### config.mk
export PLATFORM = sky130hd
export DESIGN_NAME = key_click_press_detector
export DESIGN_NICKNAME = d
export VERILOG_FILES = /design/src/design/kcpd_pkg.sv /design/src/design/key_click_press_detector.sv /design/src/design/kcpd_key_pick.sv
export SDC_FILE = /design/constraint.sdc
export NUM_CORES = 1
export LEC_CHECK = 0
export ABC_CLOCK_PERIOD_IN_PS = 6000
export CAP_MARGIN = 30
export CORE_MARGIN = 10
export CORE_UTILIZATION = 49
export CTS_BUF_LIST = sky130_fd_sc_hd__clkbuf_16
export DETAILED_ROUTE_END_ITERATION = 10
export DONT_BUFFER_PORTS = 1
export PLACE_DENSITY_LB_ADDON = 0.05
export SETUP_SLACK_MARGIN = 0.15
export SYNTH_ARGS = -nofsm -noshare
export SYNTH_HDL_FRONTEND = slang
export SYNTH_SLANG_ARGS = --single-unit
### constraint.sdc
create_clock -name clock -period 6 [get_ports clock]
set_clock_uncertainty 0.05 [all_clocks]
set_input_delay 1.2 -clock clock [delete_from_list [all_inputs] [get_ports clock]]
set_output_delay 1.2 -clock clock [all_outputs]
set_load 0.02 [all_outputs]
### src/design/kcpd_pkg.sv
// Shared types, codes and constants of the key click and press detector.
`default_nettype none

package kcpd_pkg;

   // Field widths
   localparam int TIME_W      = 32;
   localparam int TOUCH_W     = 16;
   localparam int KEYS        = 5;
   localparam int CODE_W      = 3;
   localparam int STATE_W     = 2;
   localparam int CSR_IDX_W   = 2;
   localparam int CSR_DATA_W  = 16;
   localparam int REQ_TDATA_W = 120;
   localparam int RSP_TDATA_W = 8;

   // Key codes
   localparam logic [CODE_W-1:0] CODE_NONE  = 3'd0;
   localparam logic [CODE_W-1:0] CODE_OK    = 3'd1;
   localparam logic [CODE_W-1:0] CODE_UP    = 3'd2;
   localparam logic [CODE_W-1:0] CODE_DOWN  = 3'd3;
   localparam logic [CODE_W-1:0] CODE_LEFT  = 3'd4;
   localparam logic [CODE_W-1:0] CODE_RIGHT = 3'd5;

   // Event kinds
   localparam logic [STATE_W-1:0] EVT_NONE    = 2'd0;
   localparam logic [STATE_W-1:0] EVT_CLICKED = 2'd1;
   localparam logic [STATE_W-1:0] EVT_PRESSED = 2'd2;

   // Request kinds
   localparam logic OP_SAMPLE = 1'b0;
   localparam logic OP_TAKE   = 1'b1;

   // Register indexes
   localparam logic [CSR_IDX_W-1:0] CSR_TOUCH_MODE      = 2'd0;
   localparam logic [CSR_IDX_W-1:0] CSR_TOUCH_THRESHOLD = 2'd1;
   localparam logic [CSR_IDX_W-1:0] CSR_DEBOUNCE_MS     = 2'd2;
   localparam logic [CSR_IDX_W-1:0] CSR_PRESS_DELAY_MS  = 2'd3;

   // Register reset values
   localparam logic                  RST_TOUCH_MODE      = 1'b0;
   localparam logic [TOUCH_W-1:0]    RST_TOUCH_THRESHOLD = 16'd40;
   localparam logic [CSR_DATA_W-1:0] RST_DEBOUNCE_MS     = 16'd50;
   localparam logic [CSR_DATA_W-1:0] RST_PRESS_DELAY_MS  = 16'd500;

   typedef logic [KEYS-1:0][TOUCH_W-1:0] touch_vec_type;

   // Settings the key picker needs
   typedef struct packed {
      logic               touch_mode;
      logic [TOUCH_W-1:0] touch_threshold;
   } pick_cfg_type;

endpackage

`default_nettype wire

### src/design/key_click_press_detector.sv
// Top level of the key click and long-press detector.
`default_nettype none

// Takes one request per clock unless stalled: a sample (five button levels or
// touch readings with a millisecond time) or a take of the pending event, and
// returns exactly one response per request. A request is registered in the input
// stage on acceptance, then in the output register once that is free; responses
// leave at one per cycle while rsp_tready is high, a rate set by the update of
// the held key, event flag and change time, which each request reads from the
// one before it. A response waiting on rsp_tready does not block acceptance of
// one more request. Registers are written through the csr_ port; the user must
// write them only while no request is in flight, which the block does not enforce.
module key_click_press_detector
   import kcpd_pkg::*;
(
   input  wire logic                   clock,
   input  wire logic                   reset,

   // Request stream
   input  wire logic                   req_tvalid,
   output logic                        req_tready,
   // tdata fields, low bit up: now_ms[31:0], button_down[36:32], touch_ok[52:37],
   // touch_up[68:53], touch_down[84:69], touch_left[100:85], touch_right[116:101],
   // zero fill[119:117]
   input  wire logic [REQ_TDATA_W-1:0] req_tdata,
   // tuser fields: op[0]
   input  wire logic                   req_tuser,

   // Response stream
   output logic                        rsp_tvalid,
   input  wire logic                   rsp_tready,
   // tdata fields, low bit up: key_code[2:0], key_state[4:3], event_pending[5],
   // zero fill[7:6]
   output logic [RSP_TDATA_W-1:0]      rsp_tdata,

   // Register writes
   input  wire logic                   csr_valid,
   output logic                        csr_ready,
   input  wire logic [CSR_IDX_W-1:0]   csr_index,
   input  wire logic [CSR_DATA_W-1:0]  csr_data
);

   // Configuration registers
   logic                  touch_mode_ff;
   logic [TOUCH_W-1:0]    touch_threshold_ff;
   logic [CSR_DATA_W-1:0] debounce_ms_ff;
   logic [CSR_DATA_W-1:0] press_delay_ms_ff;

   // Input stage
   logic                  s1_valid_ff, s1_valid_in;
   logic                  s1_op_ff;
   logic [TIME_W-1:0]     s1_now_ff;
   logic [KEYS-1:0]       s1_button_ff;
   touch_vec_type         s1_touch_ff;

   // Held event state
   logic [CODE_W-1:0]     held_code_ff, held_code_in;
   logic [STATE_W-1:0]    held_state_ff, held_state_in;
   logic                  pending_ff, pending_in;
   logic [TIME_W-1:0]     last_change_ff, last_change_in;

   // Output stage
   logic                  rsp_valid_ff, rsp_valid_in;
   logic [RSP_TDATA_W-1:0] rsp_data_ff, rsp_data_in;

   logic                  out_free;
   logic                  fire;
   logic                  req_xfer;
   logic [CODE_W-1:0]     pick_code;
   logic [TIME_W-1:0]     elapsed;
   logic                  in_window;
   logic                  held_long;
   pick_cfg_type          pick_cfg;

   // Handshakes
   assign out_free   = !rsp_valid_ff || rsp_tready;
   assign fire       = s1_valid_ff && out_free;
   assign req_tready = !s1_valid_ff || out_free;
   assign req_xfer   = req_tvalid && req_tready;
   assign csr_ready  = 1'b1;

   // Register writes
   always_ff @(posedge clock) begin
      if (reset) begin
         touch_mode_ff      <= RST_TOUCH_MODE;
         touch_threshold_ff <= RST_TOUCH_THRESHOLD;
         debounce_ms_ff     <= RST_DEBOUNCE_MS;
         press_delay_ms_ff  <= RST_PRESS_DELAY_MS;
      end else if (csr_valid) begin
         case (csr_index)
            CSR_TOUCH_MODE:      touch_mode_ff      <= csr_data[0];
            CSR_TOUCH_THRESHOLD: touch_threshold_ff <= csr_data;
            CSR_DEBOUNCE_MS:     debounce_ms_ff     <= csr_data;
            CSR_PRESS_DELAY_MS:  press_delay_ms_ff  <= csr_data;
            default: ;
         endcase
      end
   end

   // Input register
   assign s1_valid_in = req_xfer || (s1_valid_ff && !fire);

   always_ff @(posedge clock) begin
      if (reset) begin
         s1_valid_ff <= 1'b0;
      end else begin
         s1_valid_ff <= s1_valid_in;
      end
   end

   always_ff @(posedge clock) begin
      if (req_xfer) begin
         s1_op_ff     <= req_tuser;
         s1_now_ff    <= req_tdata[31:0];
         s1_button_ff <= req_tdata[36:32];
         s1_touch_ff  <= req_tdata[116:37];
      end
   end

   // Key selection
   assign pick_cfg.touch_mode      = touch_mode_ff;
   assign pick_cfg.touch_threshold = touch_threshold_ff;

   kcpd_key_pick u_key_pick (
      .cfg         (pick_cfg),
      .button_down (s1_button_ff),
      .touch       (s1_touch_ff),
      .code        (pick_code)
   );

   // Time since last change, modulo 2^32
   assign elapsed   = s1_now_ff - last_change_ff;
   assign in_window = elapsed < {{(TIME_W-CSR_DATA_W){1'b0}}, debounce_ms_ff};
   assign held_long = elapsed > {{(TIME_W-CSR_DATA_W){1'b0}}, press_delay_ms_ff};

   // Event state update
   always_comb begin
      held_code_in   = held_code_ff;
      held_state_in  = held_state_ff;
      pending_in     = pending_ff;
      last_change_in = last_change_ff;
      if (fire) begin
         if (s1_op_ff == OP_TAKE) begin
            held_code_in   = CODE_NONE;
            pending_in     = 1'b0;
            last_change_in = s1_now_ff;
         end else if (!in_window) begin
            if (held_code_ff == CODE_NONE) begin
               // first press
               if (pick_code != CODE_NONE) begin
                  held_code_in   = pick_code;
                  last_change_in = s1_now_ff;
               end
            end else if (pick_code == CODE_NONE) begin
               // release: click unless a long press already fired
               if (held_state_ff == EVT_PRESSED) begin
                  held_state_in = EVT_NONE;
                  held_code_in  = CODE_NONE;
               end else begin
                  held_state_in = EVT_CLICKED;
                  pending_in    = 1'b1;
               end
               last_change_in = s1_now_ff;
            end else if (held_code_ff == pick_code) begin
               // still held: repeating long press
               if (held_long) begin
                  held_state_in  = EVT_PRESSED;
                  last_change_in = s1_now_ff;
                  pending_in     = 1'b1;
               end
            end else begin
               // other key: start over with it
               pending_in     = 1'b0;
               held_state_in  = EVT_NONE;
               held_code_in   = pick_code;
               last_change_in = s1_now_ff;
            end
         end
      end
   end

   always_ff @(posedge clock) begin
      if (reset) begin
         held_code_ff   <= CODE_NONE;
         held_state_ff  <= EVT_NONE;
         pending_ff     <= 1'b0;
         last_change_ff <= '0;
      end else begin
         held_code_ff   <= held_code_in;
         held_state_ff  <= held_state_in;
         pending_ff     <= pending_in;
         last_change_ff <= last_change_in;
      end
   end

   // Response: take reports the state before, sample the state after
   always_comb begin
      if (s1_op_ff == OP_TAKE) begin
         rsp_data_in = {2'b00, pending_ff, held_state_ff, held_code_ff};
      end else begin
         rsp_data_in = {2'b00, pending_in, held_state_in, held_code_in};
      end
   end

   assign rsp_valid_in = fire || (rsp_valid_ff && !rsp_tready);

   always_ff @(posedge clock) begin
      if (reset) begin
         rsp_valid_ff <= 1'b0;
      end else begin
         rsp_valid_ff <= rsp_valid_in;
      end
   end

   always_ff @(posedge clock) begin
      if (fire) begin
         rsp_data_ff <= rsp_data_in;
      end
   end

   assign rsp_tvalid = rsp_valid_ff;
   assign rsp_tdata  = rsp_data_ff;

`ifndef SYNTH
   // A take leaves no pending event and no held key
   a_take_clears: assert property (@(posedge clock) disable iff (reset)
      fire && s1_op_ff == OP_TAKE |=> !pending_ff && held_code_ff == CODE_NONE)
      else $error("take did not clear the held event");

   // Every processed request shows up as a response
   a_fire_to_rsp: assert property (@(posedge clock) disable iff (reset)
      fire |=> rsp_valid_ff)
      else $error("processed request produced no response");

   // A stalled request stays in the input stage
   a_s1_hold: assert property (@(posedge clock) disable iff (reset)
      s1_valid_ff && !fire |=> s1_valid_ff && $stable(s1_now_ff))
      else $error("stalled request lost from input stage");
`endif

endmodule

`default_nettype wire

### src/design/kcpd_key_pick.sv
// Active-key detection and fixed-priority key selection.
`default_nettype none

module kcpd_key_pick
   import kcpd_pkg::*;
(
   input  wire pick_cfg_type        cfg,
   input  wire logic [KEYS-1:0]     button_down,
   input  wire touch_vec_type       touch,
   output logic [CODE_W-1:0]        code
);

   logic [KEYS-1:0] active;

   // Per-key activity: touch compare or button level
   always_comb begin
      for (int k = 0; k < KEYS; k++) begin
         if (cfg.touch_mode) begin
            active[k] = touch[k] < cfg.touch_threshold;
         end else begin
            active[k] = button_down[k];
         end
      end
   end

   // Lowest key index wins: OK, up, down, left, right
   always_comb begin
      code = CODE_NONE;
      for (int k = KEYS - 1; k >= 0; k--) begin
         if (active[k]) begin
            code = CODE_W'(k + 1);
         end
      end
   end

endmodule

`default_nettype wire
==> summary by stage <==
Outcome
The flow ran to the end, and the final reports show no timing, DRC or antenna violations.

CTS
The clock latency at the later pin of the worst-skew pair is 540 ps. Clock tree synthesis found a total of 213 sinks. After clock tree synthesis, the setup repair step added 0 buffers. In this run the deepest clock path goes through 3 buffers. TritonCTS built the clock tree. Gates resized during post-CTS repair numbered 0. In this run the number of H-tree levels came out at 1. Hold repair after CTS inserted 0 buffers. The clock slew at the register clock pins of the worst setup and hold paths is 60 ps. Clock tree synthesis inserted a total of 24 buffers. The master cell of the clock root buffer is clkbuf_16.

STA
Static timing analysis puts the maximum clock frequency at 212 MHz. Setup repair after global routing left no endpoint under its margin. Setup violations remaining at the end of the flow were counted as 0. Hold timing on the final database bottoms out at a slack of 400 ps. The final setup TNS is 0 ps. The hold violation total from the final report is 0. The part of the cycle the worst path needs is 78.7%. The final critical path time including I/O delays and setup is 4720 ps. The worst-case headroom to the max-slew limit is 43.9%. The final-report max-slew violation count is 0. At the pin with the least slew margin, the transition time is 838 ps.

Setup path
For this design, the slowest cell found on the critical path is o31a_2. The family with the most delay on the worst path is compound AO/OA/AOI/OAI gates. STA classifies the critical path startpoint as a flop. The maximum fanout count along the critical path is 18. The reg-to-reg startpoint is s1_now_ff[2]. STA classifies the critical path endpoint as a flop. The critical path buffer and inverter count is 1. The data required time at the worst endpoint is 6370 ps. Walking the worst path, the cells encountered are ha_1 > nor2_1 > a211oi_2 > o21a_1 > o21ai_0 > nand2_1 > a21oi_1 > o21bai_1 > xor2_1 > ha_1 > a21o_1 > a21o_1 > a221oi_1 > a21oi_1 > a211oi_1 > a31oi_1 > o31a_2 > buf_12 > mux2i_1. The setup path with the least slack is of type flop to flop. In this design, the stage delay of the slowest critical-path cell is 510 ps. Data arrives at the worst endpoint at 5090 ps. Tracing the worst setup path back leads to its startpoint at s1_now_ff[2].

Synth
Averaged over all synthesized cells, the footprint is 9.83 um^2. Yosys mapped the design onto 91 distinct sky130hd cell types. The most frequently used flop master after synthesis is edfxtp_1.

After synthesis the cells add up to 0.0122 mm^2. The fraction of registers with async set/reset is 0%. Counting flops with a built-in enable in the synthesized netlist gives 124.

The share of the Yosys chip area taken by registers is 45.3%. During synthesis, Yosys emitted a total of 0 warnings. The synthesized flop and latch total is 213. The number of instances in the synthesized netlist is 1237.

Final layout
The count of filler cells inserted in the layout is 2251. After the last flow step, the layout net total stands at 1509. In the final layout, the multi-input gates occupy 0.00601 mm^2.

Compared with the post-synthesis result, the final layout area differs by 7.67%. Across the whole layout, storage elements account for 0.00551 mm^2. The fraction of layout cells with a size suffix above 1 is 5.38%. The most common cell after layout, fill and taps aside is nand2_1. Leaving out fill and tap cells, the most frequent cells in the layout are 221 x nand2_1, 137 x ha_1, 124 x edfxtp_1.

Floorplanning
The overall die area is 0.0315 mm^2. The core region is 0.0244 mm^2. 155 I/O pins were placed. The floorplan die width is 178 um. From bottom edge to top edge, the die measures 178 um. The cell row count is 57. The initial core utilization is 49.9%.

GRT
The via count of the first global-routing pass is 8511. Global routing used 17.6% of the available tracks across all layers. The first global-routing pass estimated 44400 um of wire. The total overflow reported by the global router is 0.

The largest net degree at the start of global routing is 80. The initial antenna violation count was 12.

Worst hold path
In this run the most critical hold path is launched from press_delay_ms_ff[14]. The type of the worst min-delay path is flop to flop.

Routing
Before antenna repair, the detailed router went through 5 iterations. The number of antenna-violating nets in the routed design is 0. After the first detailed-routing iteration, the DRC count stood at 308. The total detailed-routing wirelength is 28600 um. The final routed wire length divided by cell count is 18.2 um. Dividing the detail-routed via count by the number of cells gives 5.53. Across all layers, the routed design uses 8717 vias. In the routed design, unresolved DRC markers number 0.

Power
The sequential share of power is 46.2%. In this run, the combinational gates consume 16.1% of the power. In this run the power density over the cells is 275 mW/mm^2. The internal power component is 2.63 mW. Summed over all nets, the switching power comes to 978 uW. For this design the static power due to leakage is 4.93 nW. The portion of total power attributed to the clock network is 37.7%. Of the total power, the share spent switching nets is 27.1%. The worst supply voltage drop on vdd is 0.240 mV.

Run
The tool flagged a number of max-cap violations equal to 0.

Placement
The detailed placement HPWL is 21900 um. The final weighted congestion in routability-driven placement is 0.874. Port buffering added 0 buffers.
worst paths after layout:
path	end	slack [ps]	cells after the start
max	last_change_ff[3]	1280	19
min	press_delay_ms_ff[14]	400	2
max reg2reg	last_change_ff[3]	1280	19
min reg2reg	press_delay_ms_ff[14]	400	2
cell usage after synthesis (15+ instances only):
master | instances | area (um^2)
clkbuf_1 | 15 | 56.3
o21a_1 | 15 | 113
a21oi_1 | 115 | 576
o211ai_1 | 19 | 143
a21o_1 | 15 | 113
nor2_1 | 52 | 195
o21ai_0 | 42 | 210
nor3_1 | 16 | 80.1
dfxtp_1 | 89 | 1780
mux2i_1 | 33 | 330
ha_1 | 137 | 1710
edfxtp_1 | 124 | 3720
nand3_1 | 21 | 105
nand2_1 | 221 | 830
nand4_1 | 18 | 113
nand2b_1 | 15 | 93.8
inv_1 | 93 | 349
metrics by stage:
step	utilization (%)	std cells	area (um^2)	total power [mW]	setup WS [ps]
finish	53.7	1576	13100	3.60	1280
global route	53.7	1573	13100	3.78	913
CTS	53.6	1569	13100	3.64	1230
detailed placement	50.6	1525	12300	2.28	1250
global placement	50.4	1523	12300	2.26	1230
floorplan	-	1238	12200	2.15	1250
routing by layer:
layer / share of wire, % / global-route usage (%) / vias to the layer above / wire length, um
li1: - / - / 4452 / -
met2: 48 / 30.8 / 162 / 13800
met3: 6.9 / 6.03 / 44 / 1980
met1: 42 / 20.0 / 4051 / 12100
met4: 2.5 / 4.72 / 8 / 719
met5: 0.15 / 0.640 / - / 44
worst register-to-register path, cell delays in order (launching register included):
cell	delay, ps
edfxtp_1	390
ha_1	360
nor2_1	60
a211oi_2	430
o21a_1	180
o21ai_0	70
nand2_1	110
a21oi_1	70
o21bai_1	160
xor2_1	240
ha_1	280
a21o_1	170
a21o_1	170
a221oi_1	300
a21oi_1	130
a211oi_1	440
a31oi_1	70
o31a_2	510
buf_12	250
mux2i_1	150
state kept, by name, indices dropped and copies added, names as in the netlist, 5 cells and up:
signal              cells
s1_now_ff              32
debounce_ms_ff         16
s1_touch_ff            80
press_delay_ms_ff      16
s1_button_ff            5
rsp_tdata               6
touch_threshold_ff     16
last_change_ff         32
layout make-up:
cell class                      instances  area share, %
Timing Repair Buffer                    5          0.535
Sequential cell                       213           42.0
Inverter                               94           2.69
Multi-Input combinational cell        889           45.9
Tap cell                              324           3.10
Antenna cell                            7          0.134
Clock buffer                           24           4.59
Clock inverter                         20           1.04
kinds of logic (layout without fill, tap and decap cells):
family          count (synthesis)  in the layout  synth area share [%]
compound gates                292            292                  15.5
xor+xnor                       20             20                  1.44
fa+ha+maj                     138            138                  14.3
buf+inv                       136            143                  5.40
flops                         213            213                  45.3
mux                            34             34                  2.81
other cells                     2             10                0.0617
simple gates                  402            402                  15.3
power groups by stage:
stage	Clock [mW]	Combinational, mW	Sequential [mW]
final	1.36	0.580	1.66
after global routing	1.45	0.662	1.67
after CTS	1.39	0.584	1.66
after detailed placement	0	0.580	1.69
after global placement	0	0.566	1.69
after floorplan	0	0.464	1.69
(Power assumes the default switching activity.)
